[src/rtl/core/ypvm_pkg.sv]
`default_nettype none
// ----------------------------------------------------------------------------
// ypvm_pkg
// Shared widths, types and the quarter-wave sine table builder for the
// yaw/pitch view matrix core.
// ----------------------------------------------------------------------------
package ypvm_pkg;

    localparam int ANGLE_BITS     = 11;
    localparam int TRIG_FRAC_BITS = 14;
    localparam int COORD_W        = 24;
    localparam int MAT_W          = 16;
    localparam int TRANS_W        = 40;

    localparam int QTR_BITS   = ANGLE_BITS - 2;
    localparam int QTR        = 1 << QTR_BITS;
    localparam int IDX_W      = QTR_BITS + 1;
    localparam int MAG_W      = TRIG_FRAC_BITS + 1;
    localparam int PROD_W     = 2 * MAT_W;
    localparam int ROUND_HALF = 1 << (TRIG_FRAC_BITS - 1);

    localparam longint PI_HALF_Q30 = 64'd1686629713;
    localparam int     TAYLOR_N    = 12;

    typedef logic [ANGLE_BITS-1:0]     angle_t;
    typedef logic signed [COORD_W-1:0] coord_t;
    typedef logic signed [MAT_W-1:0]   trig_t;
    typedef logic signed [TRANS_W-1:0] trans_t;
    typedef logic [IDX_W-1:0]          idx_t;
    typedef logic [MAG_W-1:0]          mag_t;

    typedef struct packed {
        idx_t idx;
        logic neg;
    } sine_addr_t;

    typedef struct packed {
        coord_t x;
        coord_t y;
        coord_t z;
    } cam_t;

    typedef struct packed {
        trig_t sp;
        trig_t cp;
        trig_t sy;
        trig_t cy;
    } trig_set_t;

    typedef struct packed {
        trig_t m0;
        trig_t m1;
        trig_t m2;
        trig_t m5;
        trig_t m6;
        trig_t m8;
        trig_t m9;
        trig_t m10;
    } rot_t;

    typedef struct packed {
        trans_t tx;
        trans_t ty;
        trans_t tz;
    } trans_set_t;

    typedef mag_t sine_rom_t [0:QTR];

    function automatic sine_addr_t sine_addr(input angle_t a);
        sine_addr_t res;
        idx_t       r;
        r = {1'b0, a[QTR_BITS-1:0]};
        res.idx = a[QTR_BITS] ? (idx_t'(QTR) - r) : r;
        res.neg = a[ANGLE_BITS-1];
        return res;
    endfunction

    // Floor quotient of nonnegative values, evaluated only while building the table.
    function automatic longint long_div(input longint num, input longint den);
        longint quo;
        longint rem;
        quo = 0;
        rem = 0;
        for (int b = 62; b >= 0; b--) begin
            rem = (rem <<< 1) | ((num >>> b) & longint'(1));
            if (rem >= den) begin
                rem = rem - den;
                quo = quo | (longint'(1) <<< b);
            end
        end
        return quo;
    endfunction

    function automatic mag_t quarter_sine(input int r);
        longint taylor_div [1:TAYLOR_N];
        longint x;
        longint x2;
        longint term;
        longint sum;
        for (int k = 1; k <= TAYLOR_N; k++) begin
            taylor_div[k] = longint'((2 * k) * (2 * k + 1));
        end
        x    = (longint'(r) * PI_HALF_Q30 + longint'(QTR >> 1)) >>> QTR_BITS;
        x2   = (x * x) >>> 30;
        term = x;
        sum  = x;
        for (int k = 1; k <= TAYLOR_N; k++) begin
            term = (term * x2) >>> 30;
            term = long_div(term, taylor_div[k]);
            if ((k & 1) == 1) begin
                sum = sum - term;
            end else begin
                sum = sum + term;
            end
        end
        if (sum < 0) begin
            sum = 0;
        end
        sum = (sum + (longint'(1) <<< (29 - TRIG_FRAC_BITS))) >>> (30 - TRIG_FRAC_BITS);
        return mag_t'(sum);
    endfunction

    function automatic sine_rom_t build_sine_rom();
        sine_rom_t rom;
        for (int i = 0; i <= QTR; i++) begin
            rom[i] = quarter_sine(i);
        end
        return rom;
    endfunction

endpackage
`default_nettype wire

[src/rtl/core/ypvm_rot.sv]
`default_nettype none
// ----------------------------------------------------------------------------
// ypvm_rot
// Multiply trig pairs and round half up back to Q1.14; assemble the rotation
// entries. Two register stages.
// ----------------------------------------------------------------------------
module ypvm_rot (
    input  wire logic               aclk,
    input  wire logic               aresetn,
    input  wire logic               adv,
    input  wire logic               in_valid,
    input  wire ypvm_pkg::cam_t     in_cam,
    input  wire ypvm_pkg::trig_set_t in_trig,
    output logic                    out_valid,
    output ypvm_pkg::cam_t          out_cam,
    output ypvm_pkg::rot_t          out_rot
);
    import ypvm_pkg::*;

    typedef logic signed [PROD_W-1:0] prod_t;

    trig_t     sp, cp, sy, cy;
    prod_t     p_sysp_next, p_sycp_next, p_cysp_next, p_cycp_next;
    prod_t     p_sysp_reg,  p_sycp_reg,  p_cysp_reg,  p_cycp_reg;
    prod_t     r_sysp, r_sycp, r_cysp, r_cycp;
    trig_set_t trig4_reg;
    cam_t      cam4_reg, cam5_reg;
    rot_t      rot_next;
    rot_t      rot_reg;
    logic      v4_reg, v5_reg;

    assign sp = in_trig.sp;
    assign cp = in_trig.cp;
    assign sy = in_trig.sy;
    assign cy = in_trig.cy;

    always_comb begin
        p_sysp_next = sy * sp;
        p_sycp_next = sy * cp;
        p_cysp_next = cy * sp;
        p_cycp_next = cy * cp;
    end

    always_comb begin
        r_sysp = (p_sysp_reg + prod_t'(ROUND_HALF)) >>> TRIG_FRAC_BITS;
        r_sycp = (p_sycp_reg + prod_t'(ROUND_HALF)) >>> TRIG_FRAC_BITS;
        r_cysp = (p_cysp_reg + prod_t'(ROUND_HALF)) >>> TRIG_FRAC_BITS;
        r_cycp = (p_cycp_reg + prod_t'(ROUND_HALF)) >>> TRIG_FRAC_BITS;
        rot_next.m0  = trig4_reg.cy;
        rot_next.m1  = r_sysp[MAT_W-1:0];
        rot_next.m2  = r_sycp[MAT_W-1:0];
        rot_next.m5  = trig4_reg.cp;
        rot_next.m6  = -trig4_reg.sp;
        rot_next.m8  = -trig4_reg.sy;
        rot_next.m9  = r_cysp[MAT_W-1:0];
        rot_next.m10 = r_cycp[MAT_W-1:0];
    end

    always_ff @(posedge aclk) begin
        if (adv) begin
            p_sysp_reg <= p_sysp_next;
            p_sycp_reg <= p_sycp_next;
            p_cysp_reg <= p_cysp_next;
            p_cycp_reg <= p_cycp_next;
            trig4_reg  <= in_trig;
            cam4_reg   <= in_cam;
            rot_reg    <= rot_next;
            cam5_reg   <= cam4_reg;
        end
    end

    always_ff @(posedge aclk) begin
        if (!aresetn) begin
            v4_reg <= 1'b0;
            v5_reg <= 1'b0;
        end else if (adv) begin
            v4_reg <= in_valid;
            v5_reg <= v4_reg;
        end
    end

    assign out_valid = v5_reg;
    assign out_cam   = cam5_reg;
    assign out_rot   = rot_reg;

endmodule
`default_nettype wire

[config.mk]
export PLATFORM = sky130hd
export DESIGN_NAME = ypvm_rot
export DESIGN_NICKNAME = d
export VERILOG_FILES = /design/src/rtl/core/ypvm_pkg.sv /design/src/rtl/core/ypvm_rot.sv
export SDC_FILE = /design/constraint.sdc
export NUM_CORES = 2
export LEC_CHECK = 0
export ABC_AREA = 1
export BUFFER_PORTS_ARGS = -buffer_cell sky130_fd_sc_hd__buf_2
export CORE_MARGIN = 8
export CORE_UTILIZATION = 45
export CTS_CLUSTER_SIZE = 8
export DETAILED_ROUTE_END_ITERATION = 7
export PLACE_DENSITY = 0.71
export SYNTH_ARGS = -nofsm -noshare
export SYNTH_HDL_FRONTEND = slang
export SYNTH_SLANG_ARGS = --single-unit
[constraint.sdc]
create_clock -name aclk -period 8.3 [get_ports aclk]
set_clock_uncertainty 0.1 [all_clocks]
set_input_delay 1.66 -clock aclk [delete_from_list [all_inputs] [get_ports aclk]]
set_output_delay 1.66 -clock aclk [all_outputs]
set_load 0.01 [all_outputs]
==> impl_metrics.json <==
{
  "status": "finished clean",
  "ys_ff_latch": 406,
  "synthCells": 6188,
  "synth_top_area_frac": 0.363,
  "drive_above_1_share": 0.0901,
  "hold_path.class": "reg2reg",
  "min_period_ps": 7290,
  "dpl.hpwl_mm": 111,
  "cp_max_fo": 24,
  "start_util": 0.454,
  "syn_nets": 7626,
  "use_met1": 0.270,
  "required_ps": 8670,
  "min_path_cells": 0,
  "avgSynthCellArea_um2": 8.80,
  "crit_slowest_cell": "fa_1",
  "wl_mm": 138,
  "wl_per_cell_um": 17.0,
  "slew_headroom": 0.327,
  "clock_latency_ps": 670,
  "grt_pass1_wl_mm": 225,
  "cts_buffer_depth": 3,
  "drc": 0,
  "crit_top_cell": "fa_1",
  "setup_ws_ps": 1010,
  "cts_hold_buf": 0,
  "synth-edff-count": 404,
  "coreArea_mm2": 0.120,
  "final_util": 0.500,
  "postSynth.topFlopCell": "edfxtp_1",
  "rsz0062_at_grt": "no",
  "ys_top_cells_by_count": "inv_1, nand2_1, fa_1, edfxtp_1, ha_1",
  "placed_cell_area_mm2": 0.0583,
  "dr.first_iter.drc_count": 2639,
  "cts.clk_slew.worst_paths_ps": 70,
  "hold_violations": 0,
  "reg2regPathDepth": 10,
  "cts_htree_levels": 2,
  "grt.busiest_layer": "met2",
  "synth_most_common_cell": "inv_1",
  "startpoint_type": "input pin",
  "detail_route.first_pass.iterations": 8,
  "worstPathArrival_ps": 7660,
  "nets": 7941,
  "dpl_worst_slack_ps": 422,
  "fin_crit_sh": 0.879,
  "seqCellArea_mm2": 0.0122,
  "cts_sinks": 406,
  "fmax_mhz": 137,
  "vias_per_cell": 4.88,
  "synth.distinct_cells": 45,
  "finalSetupViolCount": 0,
  "first_global_vias": 42948,
  "grtUsageTotal": 0.213,
  "stdcell_area_mm2": 0.0600,
  "path_depth": 19,
  "ys_top_cells_by_area": "fa_1, edfxtp_1, inv_1",
  "setup_tns_ps": 0,
  "yosys_warnings": 0,
  "cts_setup_buffers": 0,
  "grt_util_met2": 0.367,
  "dieArea_mm2": 0.132,
  "cp_cell_sequence": "buf_2 > nand2_1 > inv_1 > fa_1 > inv_1 > fa_1 > inv_1 > fa_1 > fa_1 > fa_1 > fa_1 > ha_1 > nand2_1 > nor2_1 > inv_1 > nor3_1 > o21ai_0 > nand3_1 > xor2_1",
  "endpoint_kind": "flip-flop",
  "rows": 127,
  "largest_register_ffs": 128,
  "maxSlewViolCount": 0,
  "yosys.area.top_type": "fa_1",
  "root_buffer": "clkbuf_16",
  "ys_seq_area_frac": 0.224,
  "maxCapViolCount": 0,
  "num_io_pins": 341,
  "syn_area_mm2": 0.0544,
  "path_class": "in2reg",
  "grt_max_degree": 166,
  "port_buffers": 340,
  "tightest_slew_ps": 1010,
  "use_met3": 0.0384,
  "vias": 39766,
  "overflow": 0,
  "nFillCells": 11151,
  "cts_tree": "yes",
  "gp_congestion": 0.904,
  "cts_buffers": 59,
  "max_stage_delay_ps": 800,
  "cts_resized": 0,
  "ant_nets": 0,
  "synthArstFlopShare": 0,
  "cp_top_family": "adder cells",
  "antenna_found_initial": 9,
  "path_buf_inv": 5,
  "area_growth_pct": 10.2,
  "chipWidth_um": 364,
  "multi_input_area_mm2": 0.0346,
  "die_h_um": 364
}
-- cell type report --
type | instances | share of cell area
Inverter | 1847 | 0.116
Tap cell | 1612 | 0.0336
Timing Repair Buffer | 449 | 0.0434
Multi-Input combinational cell | 3740 | 0.576
Clock buffer | 77 | 0.0259
Sequential cell | 406 | 0.203
Clock inverter | 10 | 0.00211
Antenna cell | 4 | 0.000167
-- worst register-to-register path, delay by kind of cell (launching register included) --
family,cells,cell delay (ps)
adder cells (fa/ha/maj),1,180
buffers and inverters,1,90
AO/OA/AOI/OAI,1,180
AND/OR/NAND/NOR,7,850
flip-flops,1,380
-- stage by stage --
step	hold WS, ps	cells
global placement	300	8054
detailed placement	305	8054
global route	316	8142
CTS	302	8141
floorplan	300	6188
finish	303	8145
-- worst paths after layout --
check	slack, ps	end	startpoint
max	1010	p_sysp_reg[23]	in_trig[50]
min	300	out_rot[114]	rot_next[114]
max reg2reg	6340	out_rot[62]	trig4_reg[48]
min reg2reg	300	out_rot[114]	rot_next[114]
-- routing by layer --
layer / routed length, µm / vias up / share of wire
met4: 5300 / 6 / 0.038
met2: 67400 / 1364 / 0.49
met3: 10500 / 319 / 0.076
met5: 36 / - / 0.00026
li1: - / 18474 / -
met1: 55100 / 19603 / 0.40
-- layout by cell type (no fill, tap or decap), drive strengths merged, types with 8 or more instances in the layout --
| cell type | synthesis | final |
|---|---|---|
| buf | 25 | 449 |
| o21ai | 61 | 61 |
| a21oi | 113 | 113 |
| edfxtp | 404 | 404 |
| nand3 | 165 | 165 |
| nand4 | 27 | 27 |
| nand2 | 1593 | 1593 |
| nor2 | 248 | 248 |
| o21bai | 18 | 18 |
| clkbuf | 170 | 77 |
| inv | 1847 | 1848 |
| xnor2 | 54 | 54 |
| nor4 | 9 | 9 |
| o21a | 8 | 8 |
| ha | 310 | 310 |
| nor3 | 33 | 33 |
| xor2 | 77 | 77 |
| fa | 988 | 988 |
-- kinds of logic (layout without fill, tap and decap cells) --
| logic type | after synthesis | after routing | synth area share |
|---|---|---|---|
| adders and majority gates | 1298 | 1298 | 0.435 |
| other | 0 | 4 | 0 |
| DFF | 406 | 406 | 0.224 |
| xor gates and xnor gates | 131 | 131 | 0.0211 |
| and+or+nand+nor | 2097 | 2097 | 0.158 |
| buffers and inverters | 2042 | 2383 | 0.141 |
| AOI/OAI and AO/OA | 214 | 214 | 0.0216 |
Power is left out: the tool's default activity adds up to more than one toggle a clock period on the data nets, which glitch-free logic cannot reach.
